$ cat src/rtl/acss_pkg.sv
// Package for the ADC channel scan sequencer: command codes, widths,
// beat layouts and the channel list helpers. No dependencies.
`timescale 1ns / 1ps

package acss_pkg;

  localparam int unsigned NUM_VALUES   = 16;
  localparam int unsigned MAX_LIST     = 15;
  localparam int unsigned LIST_W       = 60;
  localparam int unsigned COUNT_W      = 4;
  localparam int unsigned CHAN_W       = 4;
  localparam int unsigned SAMPLE_W     = 10;
  localparam int unsigned RCH_W        = 8;
  localparam int unsigned RDATA_W      = 11;
  localparam int unsigned CMD_W        = 3;
  localparam int unsigned CFG_IDX_W    = 1;
  localparam int unsigned CFG_DATA_W   = LIST_W;
  localparam int unsigned S_TDATA_W    = 24;
  localparam int unsigned M_TDATA_W    = 24;
  localparam int unsigned TBL_IDX_W    = $clog2(NUM_VALUES);

  typedef enum logic [CMD_W-1:0] {
    CMD_TICK  = 3'd0,
    CMD_DONE  = 3'd1,
    CMD_READ  = 3'd2,
    CMD_START = 3'd3,
    CMD_STOP  = 3'd4
  } cmd_e;

  typedef enum logic [CFG_IDX_W-1:0] {
    REG_CHANNEL_LIST  = 1'b0,
    REG_CHANNEL_COUNT = 1'b1
  } cfg_reg_e;

  // Result beat, lowest bit last in the list.
  typedef struct packed {
    logic [6:0]                pad;
    logic                      scan_done;
    logic signed [RDATA_W-1:0] read_data;
    logic [CHAN_W-1:0]         conv_channel;
    logic                      conv_start;
  } result_t;

  localparam logic signed [RDATA_W-1:0] RDATA_OUT_OF_RANGE = '1;

  // Entry k of the channel list; the sixteenth slot does not exist and reads 0.
  function automatic logic [CHAN_W-1:0] list_entry(input logic [LIST_W-1:0] list,
                                                   input logic [CHAN_W-1:0] k);
    logic [5:0] sh;
    sh = {k, 2'b00};
    if (k == CHAN_W'(MAX_LIST)) begin
      list_entry = '0;
    end else begin
      list_entry = list[sh +: CHAN_W];
    end
  endfunction

  // Count of list entries in one scan: zero acts as one, saturate at the list size.
  function automatic logic [COUNT_W-1:0] used_count(input logic [COUNT_W-1:0] count);
    used_count = count;
    if (count == '0) begin
      used_count = COUNT_W'(1);
    end else if (32'(count) > MAX_LIST) begin
      used_count = COUNT_W'(MAX_LIST);
    end
  endfunction

endpackage

$ cat src/rtl/adc_channel_scan_sequencer.sv
// Top level of the ADC channel scan sequencer: command stream in, one result
// beat out per command. Depends on acss_pkg.
`timescale 1ns / 1ps

// Usage
//   Slave stream (s_axis_*): one command beat. tuser carries cmd (tick, conversion
//   done, read, start, stop); tdata carries sample and read_channel.
//   Master stream (m_axis_*): exactly one result beat per command beat, in order:
//   conv_start/conv_channel ask the converter for the next channel, scan_done
//   flags the end of a scan, read_data answers a read (-1 for a channel outside
//   the 16-entry value table).
//   Config channel (cfg_*): always ready; index 0 writes the 60-bit channel list,
//   index 1 writes the channel count. Write only while no command is in flight.
//   Latency: an accepted command beat passes through two register stages, input
//   then result, before its result beat is offered to the sink.
//   Throughput: one command per cycle while m_axis_tready stays high, set by the
//   single state update done between the input register and the result register.
//   Reset: disarms, clears the scan index, the in-flight flag, the value table
//   and both pipeline stages; channel list resets to 0, channel count to 1.
//   Stall: when m_axis_tready is low the result register holds, the input
//   register fills behind it, and s_axis_tready drops until the sink drains.
module adc_channel_scan_sequencer (
  input  logic                                clk_i,
  input  logic                                rst_ni,
  // command stream
  input  logic                                s_axis_tvalid,
  output logic                                s_axis_tready,
  // [9:0] sample, [17:10] read_channel, [23:18] zero
  input  logic [acss_pkg::S_TDATA_W-1:0]      s_axis_tdata,
  // [2:0] cmd
  input  logic [acss_pkg::CMD_W-1:0]          s_axis_tuser,
  // result stream
  output logic                                m_axis_tvalid,
  input  logic                                m_axis_tready,
  // [0] conv_start, [4:1] conv_channel, [15:5] read_data, [16] scan_done, [23:17] zero
  output logic [acss_pkg::M_TDATA_W-1:0]      m_axis_tdata,
  // configuration writes
  input  logic                                cfg_valid_i,
  output logic                                cfg_ready_o,
  input  logic [acss_pkg::CFG_IDX_W-1:0]      cfg_index_i,
  input  logic [acss_pkg::CFG_DATA_W-1:0]     cfg_data_i
);

  // configuration registers
  logic [acss_pkg::LIST_W-1:0]  list_q;
  logic [acss_pkg::COUNT_W-1:0] count_q;

  // input register
  logic                           in_valid_q;
  logic [acss_pkg::CMD_W-1:0]     cmd_q;
  logic [acss_pkg::SAMPLE_W-1:0]  sample_q;
  logic [acss_pkg::RCH_W-1:0]     rch_q;

  // sequencer state
  logic                           armed_q, armed_d;
  logic                           flight_q, flight_d;
  logic [acss_pkg::CHAN_W-1:0]    idx_q, idx_d;
  logic [acss_pkg::SAMPLE_W-1:0]  table_q [acss_pkg::NUM_VALUES];
  logic                           tbl_we;
  logic [acss_pkg::TBL_IDX_W-1:0] tbl_waddr;

  // result register
  logic                           out_valid_q;
  acss_pkg::result_t              out_q, out_d;

  logic fire;      // input register hands its beat to the result register
  logic out_free;

  assign cfg_ready_o   = 1'b1;
  assign out_free      = !out_valid_q || m_axis_tready;
  assign fire          = in_valid_q && out_free;
  assign s_axis_tready = !in_valid_q || out_free;
  assign m_axis_tvalid = out_valid_q;
  assign m_axis_tdata  = out_q;

  always_ff @(posedge clk_i or negedge rst_ni) begin
    if (!rst_ni) begin
      list_q  <= '0;
      count_q <= acss_pkg::COUNT_W'(1);
    end else if (cfg_valid_i) begin
      case (cfg_index_i)
        acss_pkg::REG_CHANNEL_LIST:  list_q  <= cfg_data_i;
        acss_pkg::REG_CHANNEL_COUNT: count_q <= cfg_data_i[acss_pkg::COUNT_W-1:0];
        default: ;
      endcase
    end
  end

  // Input stage: load whenever the slot is free or drains this cycle.
  always_ff @(posedge clk_i or negedge rst_ni) begin
    if (!rst_ni) begin
      in_valid_q <= 1'b0;
    end else if (s_axis_tready) begin
      in_valid_q <= s_axis_tvalid;
    end
  end

  always_ff @(posedge clk_i) begin
    if (s_axis_tready && s_axis_tvalid) begin
      cmd_q    <= s_axis_tuser;
      sample_q <= s_axis_tdata[acss_pkg::SAMPLE_W-1:0];
      rch_q    <= s_axis_tdata[acss_pkg::SAMPLE_W +: acss_pkg::RCH_W];
    end
  end

  // Command decode: next state, table write and result beat.
  always_comb begin
    logic [acss_pkg::CHAN_W-1:0] next_idx;
    logic [acss_pkg::CHAN_W-1:0] cur_ch;
    armed_d   = armed_q;
    flight_d  = flight_q;
    idx_d     = idx_q;
    tbl_we    = 1'b0;
    cur_ch    = acss_pkg::list_entry(list_q, idx_q);
    tbl_waddr = cur_ch[acss_pkg::TBL_IDX_W-1:0];
    next_idx  = idx_q + acss_pkg::CHAN_W'(1);
    out_d     = '0;
    case (cmd_q)
      acss_pkg::CMD_TICK: begin
        if (armed_q && !flight_q) begin
          idx_d              = '0;
          flight_d           = 1'b1;
          out_d.conv_start   = 1'b1;
          out_d.conv_channel = acss_pkg::list_entry(list_q, '0);
        end
      end
      acss_pkg::CMD_DONE: begin
        if (flight_q) begin
          // drop the sample when the listed channel lies outside the table
          tbl_we = (32'(cur_ch) < acss_pkg::NUM_VALUES);
          if (next_idx >= acss_pkg::used_count(count_q)) begin
            idx_d           = '0;
            flight_d        = 1'b0;
            out_d.scan_done = 1'b1;
          end else begin
            idx_d              = next_idx;
            out_d.conv_start   = 1'b1;
            out_d.conv_channel = acss_pkg::list_entry(list_q, next_idx);
          end
        end
      end
      acss_pkg::CMD_READ: begin
        if (32'(rch_q) >= acss_pkg::NUM_VALUES) begin
          out_d.read_data = acss_pkg::RDATA_OUT_OF_RANGE;
        end else begin
          out_d.read_data = {1'b0, table_q[rch_q[acss_pkg::TBL_IDX_W-1:0]]};
        end
      end
      acss_pkg::CMD_START: begin
        idx_d              = '0;
        armed_d            = 1'b1;
        flight_d           = 1'b1;
        out_d.conv_start   = 1'b1;
        out_d.conv_channel = acss_pkg::list_entry(list_q, '0);
      end
      acss_pkg::CMD_STOP: begin
        armed_d  = 1'b0;
        flight_d = 1'b0;
        idx_d    = '0;
      end
      default: ;
    endcase
  end

  always_ff @(posedge clk_i or negedge rst_ni) begin
    if (!rst_ni) begin
      armed_q  <= 1'b0;
      flight_q <= 1'b0;
      idx_q    <= '0;
      for (int i = 0; i < acss_pkg::NUM_VALUES; i++) begin
        table_q[i] <= '0;
      end
    end else if (fire) begin
      armed_q  <= armed_d;
      flight_q <= flight_d;
      idx_q    <= idx_d;
      if (tbl_we) begin
        table_q[tbl_waddr] <= sample_q;
      end
    end
  end

  // Result stage: hold while the sink stalls.
  always_ff @(posedge clk_i or negedge rst_ni) begin
    if (!rst_ni) begin
      out_valid_q <= 1'b0;
    end else if (out_free) begin
      out_valid_q <= in_valid_q;
    end
  end

  always_ff @(posedge clk_i) begin
    if (fire) begin
      out_q <= out_d;
    end
  end

endmodule

$ cat config.mk
export PLATFORM = sky130hd
export DESIGN_NAME = adc_channel_scan_sequencer
export DESIGN_NICKNAME = d
export VERILOG_FILES = /design/src/rtl/acss_pkg.sv /design/src/rtl/adc_channel_scan_sequencer.sv
export SDC_FILE = /design/constraint.sdc
export NUM_CORES = 1
export LEC_CHECK = 0
export ABC_AREA = 1
export BUFFER_PORTS_ARGS = -buffer_cell sky130_fd_sc_hd__buf_4
export CORE_AREA = 8 8 159 161
export DETAILED_ROUTE_END_ITERATION = 10
export DIE_AREA = 0 0 167 169
export PLACE_DENSITY = 0.8
export SYNTH_ARGS = -nofsm -noshare
export SYNTH_HDL_FRONTEND = slang
export SYNTH_SLANG_ARGS = --single-unit
$ cat constraint.sdc
create_clock -name clk_i -period 4.1 [get_ports clk_i]
set_clock_uncertainty 0.2 [all_clocks]
set_input_delay 0.615 -clock clk_i [delete_from_list [all_inputs] [get_ports clk_i]]
set_output_delay 0.615 -clock clk_i [all_outputs]
set_load 0.02 [all_outputs]
==> impl_metrics.ini, run 1 <==
[timing]
finalWorstSetupSlack_ps = 807
unrepaired_setup_endpoints_after_global_routing = false
finalWorstPathRequiredPeriod_ps = 3290
worst_margin_slew_ps = 929
setup-tns-final_ps = 0
final-hold-violation-count = 0
timing.max_slew.rel_slack_pct = 38.0
setup_violations = 0
timing.final.crit_share_pct = 80.3
slew_violations = 0
fmax_mhz = 304

[global_routing]
global_route.usage.total_pct = 26.2
first_global_vias = 11500
gr-total-overflow = 0
grt_pass1_wl_mm = 60.2
antenna_violations_before_repair = 0
grt_start_max_net_pins = 87

[worst_setup_path]
cp.depth = 10
crit_slowest_cell = sky130_fd_sc_hd__dfrtp_1
critical_path_buf_inv_count = 1
crit_path_start_kind = register
critical_path_peak_fanout = 20
data_required_time_of_the_worst_path_ps = 4350
worst-setup-path-type = register to register
end_kind = register
crit_arrival_ps = 3550
worst_path_most_repeated_cell = sky130_fd_sc_hd__nand2_1
crit_path_max_incr_delay_ps = 580
crit_path_cell_trace = inv_1 -> nor2_4 -> nand3_1 -> nand2_1 -> nor2_1 -> nand2_1 -> nand2_2 -> nor2_4 -> nand2_1 -> o21ai_0
critPathTopFamily = simple AND/OR/NAND/NOR gates
ff2ff_path_depth = 10

[routing]
wl_mm = 37.5
post-route-drc-count = 0
detail_route.iter0.violations = 1243
vias = 11700
detail_route.vias_per_cell = 5.96
wire_per_inst_microns = 19.1
first_pass_iters = 6
route.antenna.remaining_nets = 0

[synthesis]
ys.warnings.count = 0
postSynth.topFlopCell = sky130_fd_sc_hd__dfrtp_1
synth.yosys.seq_area_share_pct = 51.8
ys_async_sr_fraction_pct = 85.9
synth.lib_cells_used.distinct = 40
post_synth_inst_count = 1589
synth.top_cells.by_area = sky130_fd_sc_hd__dfrtp_1, sky130_fd_sc_hd__nand2_1, sky130_fd_sc_hd__edfxtp_1, sky130_fd_sc_hd__nand3_1, sky130_fd_sc_hd__nor2_1
mappedNetlistArea_sq_um = 13400
yosys_register_bits = 270
synth_most_common_cell = sky130_fd_sc_hd__nand2_1
top_cells_by_count_synth = sky130_fd_sc_hd__nand2_1, sky130_fd_sc_hd__dfrtp_1, sky130_fd_sc_hd__nand3_1
yosys.area.top_type_share_pct = 43.1
synth_enable_flop_cells = 38
synth.avg_cell_area_sq_um = 8.44
synth.largest_area_cell = sky130_fd_sc_hd__dfrtp_1

[floorplan]
io_pins = 120
rows = 56
fp.dieH_microns = 169
core_area_sq_um = 22900
design.die.area_sq_um = 28200
floorplan.initialDensity_pct = 58.6
dieWidth_microns = 167

[clocking]
cts-htree-levels = 1
cts.sinks = 270
tritoncts_clock_tree = done
root_buffer_cell = sky130_fd_sc_hd__clkbuf_16
ctsLongestPathBuffers = 3
clk_latency_ps = 560
postCtsResizedCells = 0
clk_transition_reported_paths_ps = 60
cts_made_buffers = 29
cts_setup_buffers = 0
holdBufCountCts = 1

[placed_design]
hpwlAfterDp_mm = 24.2
placement.io_buffers = 105
standard_cell_area_after_detailed_placement_sq_um = 14300
dpl_worst_slack_ps = 980
finalWeightedCongestion = 0.939

[power_and_ir_drop]
power_per_cell_area_nw_per_um2 = 540
irDropWorstVdd_v = 0.000396
power_leakage_nw = 7.60
p_total_mw = 8.25

[job]
max_cap_viol_count = 0

[layout]
n_antenna_cell = 0
finalNetCount = 1752
area.sequential_sq_um = 6950
finish.instance_area_sq_um = 15300
layout.filler_cells = 1817
combined_area_of_the_multi_input_logic_cells_sq_um = 5620
fin_util_pct = 66.7
final_layout_size_suffix_gt1_share_pct = 15.4
areaGrowthSynthToFinish_pct = 13.9

[outcome]
result_of_the_run = finished, final reports clean

[min_path]
hold_path_class = input pin to register
worstHoldPathCells = 1
[layer usage]
layer | global-route usage, % | vias up | wire (microns)
li1 | - | 5413 | -
met5 | 0 | - | 0
met2 | 44.1 | 563 | 18200
met3 | 4.64 | 99 | 3040
met1 | 33.2 | 5646 | 14800
met4 | 10.9 | 0 | 1420
[kinds of logic after synthesis]
kind of cell / share of synthesized area, %
multiplexers: 2.60
XOR/XNOR: 0.0653
AND/OR/NAND/NOR: 26.3
flip-flops: 51.8
buffers and inverters: 6.57
AO/OA/AOI/OAI: 12.1
other: 0.0560
adder cells (fa/ha/maj): 0.560
[final cells by class]
type / count / area share, %
clock buffers: 36 / 5.05
flip-flops and latches: 270 / 45.5
repair buffers: 133 / 6.84
multi-input cells: 1133 / 36.8
clock inverters: 17 / 1.37
well taps: 290 / 2.37
inverters: 86 / 2.13
[power by group]
group / switching (mW) / leakage, nW / internal, mW
clock network: 1.11 / 0.484 / 1.59
registers: 0.372 / 3.41 / 3.30
logic: 1.21 / 3.71 / 0.657
[sequential cells by signal, indices dropped and copies added, names as in the netlist]
register and cells:
table_q 160, list_q 60, m_axis_tdata 17, sample_q 10, rch_q 8, count_q 4
idx_q 4, cmd_q 3, armed_q 1, flight_q 1, in_valid_q 1, m_axis_tvalid 1
[worst register-to-register path: stages (launching register included)]
cell and delay, ps:
sky130_fd_sc_hd__dfrtp_1 580, sky130_fd_sc_hd__inv_1 350, sky130_fd_sc_hd__nor2_4 300, sky130_fd_sc_hd__nand3_1 110
sky130_fd_sc_hd__nand2_1 70, sky130_fd_sc_hd__nor2_1 60, sky130_fd_sc_hd__nand2_1 100, sky130_fd_sc_hd__nand2_2 120
sky130_fd_sc_hd__nor2_4 370, sky130_fd_sc_hd__nand2_1 520, sky130_fd_sc_hd__o21ai_0 400
[metrics by stage]
stage / instances / hold slack [ps]
5_1_grt: 1965 / 16.9
6_report: 1965 / 25.1
2_1_floorplan: 1595 / 119
3_5_place_dp: 1911 / 253
4_1_cts: 1965 / 15.6
3_3_place_gp: 1911 / 249
[cells in the final DEF (no fill, tap or decap), drive strengths merged]
master / synthesis / routed
bufinv: 0 / 4
nor3: 2 / 2
o221ai: 40 / 40
o22ai: 3 / 3
a31oi: 4 / 4
clkinv: 1 / 11
nor2: 141 / 141
dfstp: 1 / 1
xor2: 1 / 1
buf: 59 / 132
or2: 1 / 1
o311ai: 3 / 3
dlygate4sd3: 0 / 1
a22oi: 5 / 5
nand3: 160 / 160
o21bai: 40 / 40
ha: 6 / 6
clkbuf: 47 / 36
o211ai: 6 / 6
nand2: 497 / 497
inv: 85 / 86
conb: 2 / 8
edfxtp: 38 / 38
nor4: 2 / 2
nand4: 22 / 22
clkinvlp: 0 / 2
a21oi: 51 / 51
mux2: 31 / 31
o21ai: 109 / 109
a31o: 1 / 1
dfrtp: 231 / 231
[worst paths after layout]
path                                      start      endpoint  slack [ps]
worst max register to register         idx_q[2]  table_q[117]         810
worst max-delay path                   idx_q[2]  table_q[117]         810
max in group asynchronous                rst_ni    count_q[0]        2350
worst min register to register     table_q[139]  table_q[139]         270
worst min-delay path            s_axis_tuser[1]      cmd_q[1]          30
min in group asynchronous                rst_ni   table_q[46]         410
No activity file was read; power rests on OpenSTA's default activity.
==> inputs of run 2 (changes only) <==
--- a/config.mk
+++ b/config.mk
@@ -5,12 +5,12 @@
 export SDC_FILE = /design/constraint.sdc
 export NUM_CORES = 1
 export LEC_CHECK = 0
-export ABC_AREA = 1
+export ABC_AREA = 0
 export BUFFER_PORTS_ARGS = -buffer_cell sky130_fd_sc_hd__buf_4
-export CORE_AREA = 8 8 159 161
+export CORE_AREA = 8 8 164 166
 export DETAILED_ROUTE_END_ITERATION = 10
-export DIE_AREA = 0 0 167 169
-export PLACE_DENSITY = 0.8
+export DIE_AREA = 0 0 172 174
+export PLACE_DENSITY = 0.76
 export SYNTH_ARGS = -nofsm -noshare
 export SYNTH_HDL_FRONTEND = slang
 export SYNTH_SLANG_ARGS = --single-unit
==> constraint.sdc (replaced) <==
create_clock -name clk_i -period 2.8 [get_ports clk_i]
set_clock_uncertainty 0.2 [all_clocks]
set_input_delay 0.42 -clock clk_i [delete_from_list [all_inputs] [get_ports clk_i]]
set_output_delay 0.42 -clock clk_i [all_outputs]
set_load 0.02 [all_outputs]
==> impl_metrics.ini, run 2 <==
[timing]
fmax_mhz = 316
slew_violations = 0
final-hold-violation-count = 0
finalWorstSetupSlack_ps = -368
timing.final.crit_share_pct = 113
setup_violations = 170
timing.max_slew.rel_slack_pct = 51.7
finalWorstPathRequiredPeriod_ps = 3170
unrepaired_setup_endpoints_after_global_routing = true
worst_margin_slew_ps = 723

[power_and_ir_drop]
power.clock.fraction_pct = 35.3
p_sw_share_pct = 26.4
p_int_mw = 8.09
irDropWorstVdd_v = 0.000488
power_per_cell_area_nw_per_um2 = 608
pwr-share-seq_pct = 44.0
power_leakage_nw = 8.05
p_total_mw = 11.0
switching_power_mw = 2.90
combPwrFrac_pct = 20.7

[routing]
detail_route.iter0.violations = 685
post-route-drc-count = 0
route.antenna.remaining_nets = 0
vias = 9068
wl_mm = 40.4
wire_per_inst_microns = 27.3
first_pass_iters = 5
detail_route.vias_per_cell = 6.12

[global_routing]
antenna_violations_before_repair = 1
grt_pass1_wl_mm = 57.6
grt_start_max_net_pins = 70
gr-total-overflow = 0
global_route.usage.total_pct = 25.1
first_global_vias = 9577

[layout]
mostFrequentLayoutCell = sky130_fd_sc_hd__dfrtp_1
finish.instance_area_sq_um = 18100
areaGrowthSynthToFinish_pct = 40.9
regMostFlops = table_q
combined_area_of_the_multi_input_logic_cells_sq_um = 6320
area.sequential_sq_um = 6950
flip_flop_count_of_the_largest_register_all_copies_and_words_added = 160
finalNetCount = 1231
layout.filler_cells = 1380
final_layout_size_suffix_gt1_share_pct = 58.2
mostFrequentLayoutCells = sky130_fd_sc_hd__dfrtp_1, sky130_fd_sc_hd__buf_4, sky130_fd_sc_hd__mux2_2

[floorplan]
fp.dieH_microns = 174
io_pins = 120
dieWidth_microns = 172
rows = 58
core_area_sq_um = 24500
design.die.area_sq_um = 29900
floorplan.initialDensity_pct = 52.3

[worst_setup_path]
cp.depth = 13
critPathTopFamily = buffers and inverters
critical_path_buf_inv_count = 8
critical_path_peak_fanout = 5
worst-setup-path-type = register to register
ff2ff_path_depth = 13
reg2reg_setup_slack_ps = -370
crit_path_start_kind = register
crit_path_cell_trace = buf_6 -> buf_8 -> ha_4 -> buf_6 -> a2111o_1 -> buf_6 -> buf_6 -> o32ai_4 -> buf_6 -> buf_12 -> nand2_8 -> buf_8 -> mux2_2
crit_slowest_cell = sky130_fd_sc_hd__a2111o_1
end_kind = register
crit_path_max_incr_delay_ps = 460
data_required_time_of_the_worst_path_ps = 3020
crit_arrival_ps = 3390
worst_path_most_repeated_cell = sky130_fd_sc_hd__buf_6

[job]
max_cap_viol_count = 0

[clocking]
clk_latency_ps = 560
cts.sinks = 270
root_buffer_cell = sky130_fd_sc_hd__clkbuf_16
ctsLongestPathBuffers = 3
clk_transition_reported_paths_ps = 60
cts_made_buffers = 28
cts-htree-levels = 1
tritoncts_clock_tree = done

[synthesis]
yosys.area_share.simple_pct = 3.52
post_synth_inst_count = 814
yosys.area.top_type_share_pct = 45.1
synth_most_common_cell = sky130_fd_sc_hd__dfrtp_1
synth_enable_flop_cells = 38
synth.top_cells.by_area = sky130_fd_sc_hd__dfrtp_1, sky130_fd_sc_hd__mux2_2, sky130_fd_sc_hd__mux4_2, sky130_fd_sc_hd__edfxtp_1, sky130_fd_sc_hd__mux4_1
synth.avg_cell_area_sq_um = 15.8
synth.yosys.seq_area_share_pct = 54.2
fraction_of_the_mapped_netlist_area_in_compound_gates_pct = 4.44
mappedNetlistArea_sq_um = 12800
synth.lib_cells_used.distinct = 59
top_cells_by_count_synth = sky130_fd_sc_hd__dfrtp_1, sky130_fd_sc_hd__mux2_2, sky130_fd_sc_hd__mux4_2
yosys_register_bits = 270
yosys.area_share.adder_pct = 0.586
postSynth.topFlopCell = sky130_fd_sc_hd__dfrtp_1
ys.warnings.count = 0
parity_gate_share_of_the_synthesized_area_counting_xor_and_xnor_cells_pct = 0.137
synth.largest_area_cell = sky130_fd_sc_hd__dfrtp_1
synth_top_family_by_area = multiplexers
post_synth_mux_area_share_pct = 34.5
ys_async_sr_fraction_pct = 85.9

[placed_design]
placement.io_buffers = 105
finalWeightedCongestion = 0.860
standard_cell_area_after_detailed_placement_sq_um = 14800
hpwlAfterDp_mm = 19.8

[outcome]
failed_checks = negative setup slack
result_of_the_run = complete, but fails checks

[min_path]
worstHoldPathCells = 3
hold_path_class = input pin to register
## run 2: kinds of logic (layout without fill, tap and decap cells)
logic type | after synthesis | after routing
AND/OR/NAND/NOR | 80 | 80
flip-flops | 270 | 270
other | 2 | 9
XOR/XNOR | 2 | 2
AO/OA/AOI/OAI | 68 | 68
multiplexers | 319 | 319
adder cells (fa/ha/maj) | 6 | 6
buffers and inverters | 67 | 397
## run 2: per-layer routing
metal / track usage [%] / up-vias / routed length (microns)
li1: - / 3729 / -
met1: 33.5 / 4687 / 15400
met2: 40.2 / 501 / 19600
met3: 5.72 / 149 / 3410
met4: 8.05 / 2 / 1940
met5: 1.39 / - / 53
## run 2: stage by stage
stage	util (%)	std cells	setup WS (ps)	hold WS, ps	setup TNS (ps)
4_1_cts	72.7	1468	-186	109	-15810
6_report	73.7	1481	-368	132	-46790
3_5_place_dp	60.2	1294	-365	210	-40690
3_3_place_gp	60.2	1294	-309	221	-34580
5_1_grt	73.7	1481	-390	137	-50270
2_1_floorplan	-	820	-103	-75.6	-2090
## run 2: path summary, 6_finish.rpt
check | from | to
min in group asynchronous | rst_ni | table_q[10]
hold reg to reg | table_q[53] | table_q[53]
setup reg to reg | idx_q[0] | table_q[87]
max in group asynchronous | rst_ni | count_q[0]
hold / removal | cfg_index_i | list_q[25]
setup / recovery | idx_q[0] | table_q[87]
## run 2: power groups by stage
stage	clock, mW	combinational, mW	sequential (mW)
after floorplan	0	1.14	4.73
after global placement	0	1.65	4.81
after detailed placement	0	1.70	4.84
after CTS	3.91	2.10	4.78
after global routing	4.09	2.39	4.87
final	3.88	2.27	4.83
## run 2: layout make-up
| cell class | count | area share, % |
|---|---|---|
| sequential | 270 | 38.5 |
| multi-input combinational | 483 | 35.0 |
| timing repair buffer | 341 | 18.7 |
| clock buffer | 43 | 5.04 |
| tap | 330 | 2.29 |
| clock inverter | 5 | 0.277 |
| inverter | 8 | 0.208 |
| antenna | 1 | 0.0138 |
## run 2: what timing repair did
action,4_1_cts,5_1_grt
endpoints found under the setup margin,169,169
setup buffers,36,10
resized for setup,197,27
cloned,8,2
hold endpoints to repair,153,0
hold buffers,84,0
pin swaps,21,11
## run 2: worst min-delay path, cell delays in order
cell                      delay (ps)
sky130_fd_sc_hd__buf_4           100
sky130_fd_sc_hd__nor2b_4          90
sky130_fd_sc_hd__mux2_2          230
